**src/rtl/gbts_pkg.sv**
```systemverilog
`timescale 1ns / 1ps
`default_nettype none
// ----------------------------------------------------------------------------
// gbts_pkg
// Shared types and constants of the gap buffer text store.
// ----------------------------------------------------------------------------
package gbts_pkg;

  // Field widths of the request and response channels
  localparam int REQ_W    = 2;
  localparam int POS_W    = 11;
  localparam int BYTE_W   = 8;
  localparam int STATUS_W = 2;

  // Default store size in bytes
  localparam int CAPACITY_DEF = 1024;

  typedef enum logic [REQ_W-1:0] {
    REQ_INSERT = 2'd0,
    REQ_DELETE = 2'd1,
    REQ_RANGE  = 2'd2,
    REQ_READ   = 2'd3
  } req_type_t;

  typedef enum logic [STATUS_W-1:0] {
    STS_DONE = 2'd0,
    STS_FULL = 2'd1,
    STS_BAD  = 2'd2,
    STS_RSVD = 2'd3
  } status_t;

endpackage
`default_nettype wire

```
**src/rtl/gbts_req_if.sv**
```systemverilog
`timescale 1ns / 1ps
`default_nettype none
// ----------------------------------------------------------------------------
// gbts_req_if
// Request channel: edit or read command with position and byte.
// ----------------------------------------------------------------------------
interface gbts_req_if;
  logic                       valid;
  logic                       ready;
  logic [gbts_pkg::REQ_W-1:0] req_type;
  logic [gbts_pkg::POS_W-1:0] position;
  logic [gbts_pkg::POS_W-1:0] end_position;
  logic [gbts_pkg::BYTE_W-1:0] char_value;

  modport source (output valid, req_type, position, end_position, char_value,
                  input ready);
  modport sink   (input valid, req_type, position, end_position, char_value,
                  output ready);
endinterface
`default_nettype wire

```
**src/rtl/gbts_rsp_if.sv**
```systemverilog
`timescale 1ns / 1ps
`default_nettype none
// ----------------------------------------------------------------------------
// gbts_rsp_if
// Response channel: byte read, text length and status.
// ----------------------------------------------------------------------------
interface gbts_rsp_if;
  logic                          valid;
  logic                          ready;
  logic [gbts_pkg::BYTE_W-1:0]   read_byte;
  logic [gbts_pkg::POS_W-1:0]    text_length;
  logic [gbts_pkg::STATUS_W-1:0] status;

  modport source (output valid, read_byte, text_length, status, input ready);
  modport sink   (input valid, read_byte, text_length, status, output ready);
endinterface
`default_nettype wire

```
**src/rtl/gbts_ctrl.sv**
```systemverilog
`timescale 1ns / 1ps
`default_nettype none
// ----------------------------------------------------------------------------
// gbts_ctrl
// Request checks, gap pointers, gap move sequencer and response register.
// ----------------------------------------------------------------------------
module gbts_ctrl #(
  parameter int CAPACITY = gbts_pkg::CAPACITY_DEF
) (
  input  wire logic                             clk,
  input  wire logic                             rst,
  gbts_req_if.sink                              req,
  gbts_rsp_if.source                            rsp,
  output logic                                  mem_we,
  output logic [$clog2(CAPACITY)-1:0]           mem_waddr,
  output logic [gbts_pkg::BYTE_W-1:0]           mem_wdata,
  output logic [$clog2(CAPACITY)-1:0]           mem_raddr,
  input  wire logic [gbts_pkg::BYTE_W-1:0]      mem_rdata
);

  localparam int AW = $clog2(CAPACITY);
  localparam int PW = $clog2(CAPACITY + 1);
  localparam int CW = (PW > gbts_pkg::POS_W) ? PW : gbts_pkg::POS_W;
  localparam logic [PW-1:0] CAP_P = PW'(CAPACITY);

  typedef enum logic [3:0] {
    ST_IDLE = 4'b0001,
    ST_READ = 4'b0010,
    ST_MOVE = 4'b0100,
    ST_EDIT = 4'b1000
  } state_t;

  state_t                       state;
  logic [PW-1:0]                gap_first;
  logic [PW-1:0]                gap_past_end;
  logic [PW-1:0]                text_len;
  gbts_pkg::req_type_t          op;
  logic [PW-1:0]                target;
  logic [PW-1:0]                del_count;
  logic [gbts_pkg::BYTE_W-1:0]  ch;
  logic                         wr_pend;
  logic [AW-1:0]                wr_addr;

  logic                          rsp_valid;
  logic                          rsp_load;
  logic [gbts_pkg::BYTE_W-1:0]   rsp_byte;
  logic [PW-1:0]                 rsp_len;
  gbts_pkg::status_t             rsp_status;

  logic                accept;
  gbts_pkg::req_type_t in_op;
  logic [CW-1:0]       pos_x;
  logic [CW-1:0]       endp_x;
  logic [CW-1:0]       len_x;
  logic [PW-1:0]       pos_p;
  logic [PW-1:0]       hole_len;
  logic [PW-1:0]       phys;
  logic                chk_bad;
  logic                chk_full;
  logic                chk_noop;
  logic                move_left;

  assign req.ready       = (state == ST_IDLE) && (!rsp_valid || rsp.ready);
  assign accept          = req.valid && req.ready;
  assign in_op           = gbts_pkg::req_type_t'(req.req_type);
  assign rsp.valid       = rsp_valid;
  assign rsp.read_byte   = rsp_byte;
  assign rsp.text_length = gbts_pkg::POS_W'(rsp_len);
  assign rsp.status      = rsp_status;

  // Load the response register on an immediate answer, a read or an edit
  assign rsp_load = (accept && (chk_bad || chk_full || chk_noop)) ||
                    (state == ST_READ) || (state == ST_EDIT);

  // Request checks against the current length
  always_comb begin
    pos_x    = CW'(req.position);
    endp_x   = CW'(req.end_position);
    len_x    = CW'(text_len);
    pos_p    = PW'(req.position);
    hole_len = gap_past_end - gap_first;
    phys     = (pos_p < gap_first) ? pos_p : pos_p + hole_len;
    chk_bad  = 1'b0;
    chk_full = 1'b0;
    chk_noop = 1'b0;
    unique case (in_op)
      gbts_pkg::REQ_INSERT: begin
        chk_bad  = pos_x > len_x;
        chk_full = text_len == CAP_P;
      end
      gbts_pkg::REQ_DELETE: chk_bad = pos_x >= len_x;
      gbts_pkg::REQ_RANGE: begin
        chk_bad  = (pos_x > endp_x) || (endp_x > len_x);
        chk_noop = pos_x == endp_x;
      end
      gbts_pkg::REQ_READ: chk_bad = pos_x >= len_x;
      default: chk_bad = 1'b1;
    endcase
  end

  assign move_left = target < gap_first;

  // Memory ports: pending shift write takes priority, else the insert write
  always_comb begin
    mem_we    = wr_pend || ((state == ST_EDIT) && (op == gbts_pkg::REQ_INSERT));
    mem_waddr = wr_pend ? wr_addr : AW'(gap_first);
    mem_wdata = wr_pend ? mem_rdata : ch;
    if (state == ST_IDLE) begin
      mem_raddr = AW'(phys);
    end else if (move_left) begin
      mem_raddr = AW'(gap_first - 1'b1);
    end else begin
      mem_raddr = AW'(gap_past_end);
    end
  end

  always_ff @(posedge clk) begin
    if (rst) begin
      state        <= ST_IDLE;
      gap_first    <= '0;
      gap_past_end <= CAP_P;
      text_len     <= '0;
      wr_pend      <= 1'b0;
      rsp_valid    <= 1'b0;
    end else begin
      rsp_valid <= rsp_load || (rsp_valid && !rsp.ready);
      unique case (state)
        ST_IDLE: begin
          if (accept) begin
            op        <= in_op;
            target    <= pos_p;
            del_count <= (in_op == gbts_pkg::REQ_DELETE) ? PW'(1)
                                                          : PW'(endp_x - pos_x);
            ch        <= req.char_value;
            if (chk_bad || chk_full || chk_noop) begin
              rsp_byte   <= '0;
              rsp_len    <= text_len;
              rsp_status <= chk_bad  ? gbts_pkg::STS_BAD :
                            chk_full ? gbts_pkg::STS_FULL : gbts_pkg::STS_DONE;
            end else if (in_op == gbts_pkg::REQ_READ) begin
              state <= ST_READ;
            end else begin
              state <= ST_MOVE;
            end
          end
        end
        ST_READ: begin
          rsp_byte   <= mem_rdata;
          rsp_len    <= text_len;
          rsp_status <= gbts_pkg::STS_DONE;
          state      <= ST_IDLE;
        end
        ST_MOVE: begin
          // Read one byte per cycle; write it across the gap in the next cycle
          if (target != gap_first) begin
            wr_pend <= 1'b1;
            if (move_left) begin
              wr_addr      <= AW'(gap_past_end - 1'b1);
              gap_first    <= gap_first - 1'b1;
              gap_past_end <= gap_past_end - 1'b1;
            end else begin
              wr_addr      <= AW'(gap_first);
              gap_first    <= gap_first + 1'b1;
              gap_past_end <= gap_past_end + 1'b1;
            end
          end else begin
            wr_pend <= 1'b0;
            state   <= ST_EDIT;
          end
        end
        ST_EDIT: begin
          rsp_byte   <= '0;
          rsp_status <= gbts_pkg::STS_DONE;
          state      <= ST_IDLE;
          if (op == gbts_pkg::REQ_INSERT) begin
            gap_first <= gap_first + 1'b1;
            text_len  <= text_len + 1'b1;
            rsp_len   <= text_len + 1'b1;
          end else begin
            gap_past_end <= gap_past_end + del_count;
            text_len     <= text_len - del_count;
            rsp_len      <= text_len - del_count;
          end
        end
        default: state <= ST_IDLE;
      endcase
    end
  end

endmodule
`default_nettype wire

```
**src/flat_wrapper.sv**
```systemverilog
// flat-port wrapper written by rule: the top's interface ports become plain ports
module gbts_ctrl_flat 
#(
  parameter int CAPACITY = gbts_pkg::CAPACITY_DEF
)
  (clk, rst, mem_we, mem_waddr, mem_wdata, mem_raddr, mem_rdata, req_valid, req_req_type, req_position, req_end_position, req_char_value, req_ready, rsp_valid, rsp_read_byte, rsp_text_length, rsp_status, rsp_ready);
  gbts_req_if req_i ();
  gbts_rsp_if rsp_i ();
  input  wire logic clk;
  input  wire logic rst;
  output logic mem_we;
  output logic [$clog2(CAPACITY)-1:0] mem_waddr;
  output logic [gbts_pkg::BYTE_W-1:0] mem_wdata;
  output logic [$clog2(CAPACITY)-1:0] mem_raddr;
  input  wire logic [gbts_pkg::BYTE_W-1:0] mem_rdata;
  input wire logic [$bits(req_i.valid)-1:0] req_valid;
  input wire logic [$bits(req_i.req_type)-1:0] req_req_type;
  input wire logic [$bits(req_i.position)-1:0] req_position;
  input wire logic [$bits(req_i.end_position)-1:0] req_end_position;
  input wire logic [$bits(req_i.char_value)-1:0] req_char_value;
  output wire logic [$bits(req_i.ready)-1:0] req_ready;
  output wire logic [$bits(rsp_i.valid)-1:0] rsp_valid;
  output wire logic [$bits(rsp_i.read_byte)-1:0] rsp_read_byte;
  output wire logic [$bits(rsp_i.text_length)-1:0] rsp_text_length;
  output wire logic [$bits(rsp_i.status)-1:0] rsp_status;
  input wire logic [$bits(rsp_i.ready)-1:0] rsp_ready;
  assign req_i.valid = req_valid;
  assign req_i.req_type = req_req_type;
  assign req_i.position = req_position;
  assign req_i.end_position = req_end_position;
  assign req_i.char_value = req_char_value;
  assign req_ready = req_i.ready;
  assign rsp_valid = rsp_i.valid;
  assign rsp_read_byte = rsp_i.read_byte;
  assign rsp_text_length = rsp_i.text_length;
  assign rsp_status = rsp_i.status;
  assign rsp_i.ready = rsp_ready;
  gbts_ctrl #(.CAPACITY(CAPACITY)) u_core (.clk(clk), .rst(rst), .req(req_i), .rsp(rsp_i), .mem_we(mem_we), .mem_waddr(mem_waddr), .mem_wdata(mem_wdata), .mem_raddr(mem_raddr), .mem_rdata(mem_rdata));
endmodule
```
**config.mk**
```make
export PLATFORM = sky130hd
export DESIGN_NAME = gbts_ctrl_flat
export DESIGN_NICKNAME = d
export VERILOG_FILES = /design/src/rtl/gbts_pkg.sv /design/src/rtl/gbts_req_if.sv /design/src/rtl/gbts_rsp_if.sv /design/src/rtl/gbts_ctrl.sv /design/src/flat_wrapper.sv
export SDC_FILE = /design/constraint.sdc
export NUM_CORES = 1
export LEC_CHECK = 0
export BUFFER_PORTS_ARGS = -buffer_cell sky130_fd_sc_hd__buf_2
export CAP_MARGIN = 40
export CORE_ASPECT_RATIO = 1.25
export CORE_MARGIN = 2
export CORE_UTILIZATION = 50
export CTS_BUF_LIST = sky130_fd_sc_hd__clkbuf_8
export DETAILED_ROUTE_END_ITERATION = 6
export PLACE_DENSITY_LB_ADDON = 0.25
export SKIP_CTS_REPAIR_TIMING = 1
export SLEW_MARGIN = 20
export SYNTH_ARGS = -nofsm -noshare
export SYNTH_HDL_FRONTEND = slang
export SYNTH_SLANG_ARGS = --single-unit
```
**constraint.sdc**
```tcl
create_clock -name clk -period 5.3 [get_ports clk]
set_clock_uncertainty 0.2 [all_clocks]
set_input_delay 0.265 -clock clk [delete_from_list [all_inputs] [get_ports clk]]
set_output_delay 0.265 -clock clk [all_outputs]
set_load 0.02 [all_outputs]
```
==> results.cfg <==
[placed_design]
hpwl_um = 18600
io_buffers = 95
gp_congestion = 0.993
dpl-instance-area_um2 = 8890
dp_cells = 1206

[layout]
final_cells = 1252
antenna_cells = 0
fin_area_um2 = 9380
area_growth_pct = 15.3
regArea_um2 = 2650
layout.nets = 1175
multi_input_area_um2 = 5120
fill_cells = 1440
drive_gt1_frac = 0.148

[routing]
wl_um = 24000
vias = 7454
top_layer_used = met4
met2_length_um = 11800
dr.pass1.iters = 5
wl_per_cell_um = 19.2
antenna_left = 0
drt_iter0_markers = 509
drc_errors = 0
met3_length_um = 1390
viasPerCell = 5.95
wl_met1_um = 9550

[floorplanning]
coreArea_um2 = 16100
die_h_um = 147
chipWidth_um = 118
initial_core_util = 0.506
die_area_um2 = 17300
ios = 96
rows = 52

[global_route]
grt_max_degree = 35
antenna_found_initial = 0
grt_pass1_wl_um = 37300
grt_overflow = 0
track_usage = 0.277
grt_pass1_vias = 7121

[timing]
setup_viol = 0
final-hold-violation-count = 0
finalCritPeriodShare = 0.758
slew_viol_final = 0
rsz0062_at_grt = no
tns_ns = 0
layout_min_cycle_time_ns = 4.02
timing.fmax_mhz = 249
holdWs_ns = 0.0252
worstMarginPinSlew_ns = 0.875
relSlewSlack = 0.409

[yosys]
ys_seq_area_frac = 0.326
postSynthCellCount = 917
syn_area_um2 = 8140
yosys_warnings = 0
synth_flop_cell = edfxtp_1
avgSynthCellArea_um2 = 8.87
syn-num-nets = 1061
ys_ff_latch = 101
synth_cell_types = 74
synthArstFlopShare = 0
synth-edff-count = 63

[worst_setup_path]
critical_path.top_delay_family = buffers and inverters
cp-end-kind = output port
crit_chain = dlygate4sd3_1 -> buf_2 -> inv_1 -> fa_1 -> inv_1 -> ha_1 -> a21oi_1 -> nor2_1 -> nor3_1 -> o31ai_1 -> xnor2_1 -> and2_0 -> o22ai_1 -> buf_2
slowest_delay_ns = 0.64
start_kind = primary input
arrival_ns = 3.55
cp_slowest_cell = fa_1
critPathBufInv = 5
crit_fanout = 4
cp_data_required_time_ns = 4.84
worstSetupPathType = primary input to output port

[clock_network]
clkSlewWorstSetupHoldPaths_ns = 0.11
clock_sinks = 101
numCtsBuffers = 9
htree_num_levels = 3
clockBufferDepth = 2
insertion_delay_ns = 0.41
tritoncts = done
cts_root_buf = clkbuf_8

[worst_hold_path]
hp-class = primary input to flip-flop

[pwr]
p_leak_nw = 3.86
power_density_nw_per_um2 = 199
ir_drop_mv = 0.162
p_total_mw = 1.87

[status]
status = finished clean

[job]
maxCapViolations = 0
## layout by cell type, fill, tap and decap left out, types with 12 or more instances in the layout
cell type / Yosys / layout
a211oi_1: 26 / 26
a21oi_1: 52 / 52
and2_1: 22 / 22
buf_2: 7 / 96
dfxtp_1: 38 / 38
dlygate4sd3_1: 0 / 28
edfxtp_1: 63 / 63
fa_1: 12 / 12
ha_1: 88 / 88
inv_1: 69 / 69
mux2i_1: 13 / 13
nand2_1: 57 / 57
nand3_1: 27 / 27
nand4_1: 13 / 13
nor2_1: 100 / 99
nor3_1: 22 / 22
nor4_1: 12 / 12
o21ai_0: 65 / 65
xnor2_1: 44 / 44
xor2_1: 20 / 20
## cell type report
type / count / share of cell area
clock buffers: 9 / 0.0132
clock inverters: 7 / 0.00720
inverters: 72 / 0.0288
multi-input cells: 713 / 0.546
flip-flops and latches: 101 / 0.283
well taps: 216 / 0.0288
repair buffers: 134 / 0.0927
## cells by family after synthesis
group                      count (synthesis)  synth area share
and+or+nand+nor                          309             0.191
AOI/OAI and AO/OA                        218             0.170
buffers and inverters                    103            0.0495
DFF                                      101             0.326
adders and majority gates                100             0.165
xor gates and xnor gates                  64            0.0689
muxes                                     22            0.0289
## flip-flops by register name (all words and copies together) (netlist names)
| name | flops |
|---|---|
| u_core.rsp.valid | 1 |
| u_core.rsp.text_length | 11 |
| u_core.ch | 8 |
| u_core.wr_pend | 1 |
| u_core.rsp.status | 2 |
| u_core.rsp.read_byte | 8 |
| u_core.target | 11 |
| u_core.op | 2 |
| u_core.len_x | 11 |
| u_core.gap_first | 11 |
| u_core.del_count | 11 |
| u_core.gap_past_end | 10 |
| u_core.wr_addr | 10 |
| u_core.state | 4 |
## routing by layer
layer | global-route usage | vias up
li1 | - | 3566
met1 | 0.335 | 3520
met2 | 0.471 | 284
met3 | 0.0434 | 84
met4 | 0.152 | 0
met5 | 0 | -
## synthesized netlist by cell type, drive strengths merged (12+ instances only)
master  instances  share of area
edfxtp         63           0.23
nand3          28          0.018
a21oi          52          0.032
clkbuf         21         0.0097
dfxtp          38          0.093
ha             88           0.14
nor4           13          0.011
o21ai          69          0.042
and2           23          0.018
nor2          101          0.047
xor2           20          0.022
fa             12          0.030
nand2          58          0.028
mux2i          13          0.016
nor3           25          0.017
inv            69          0.032
a211oi         26          0.024
xnor2          44          0.047
nand4          13          0.010
## final timing paths
kind | from | to | slack [ns] | cells after the start
worst max register to register | u_core.gap_first[6]$_SDFFE_PP0P_ | u_core.gap_past_end[2]$_SDFFE_PP0P_ | 1.84 | 9
worst min register to register | u_core.len_x[7]$_SDFFE_PP0P_ | u_core.len_x[7]$_SDFFE_PP0P_ | 0.40 | 2
worst min-delay path | rsp_ready | u_core.rsp.valid$_SDFF_PP0_ | 0.03 | 4
worst max-delay path | req_position[1] | mem_raddr[9] | 1.28 | 14
## metrics by stage
stage                util  setup slack, ns
global route        0.584             1.07
floorplan               -             1.45
CTS                 0.565             1.41
finish              0.584             1.28
global placement    0.550             1.87
detailed placement  0.553             1.86
## worst min-delay path: stages
cell and delay, ns:
buf_2 0.08, nor2b_1 0.05, nor2_1 0.10, a221oi_1 0.08
## power by group
group          internal, mW  total [mW]  switching [mW]
Clock                 0.182       0.500           0.318
Sequential            0.867       0.887          0.0205
Combinational         0.193       0.481           0.289
Total                  1.24        1.87           0.627
Power figures use the tool's default switching activity.
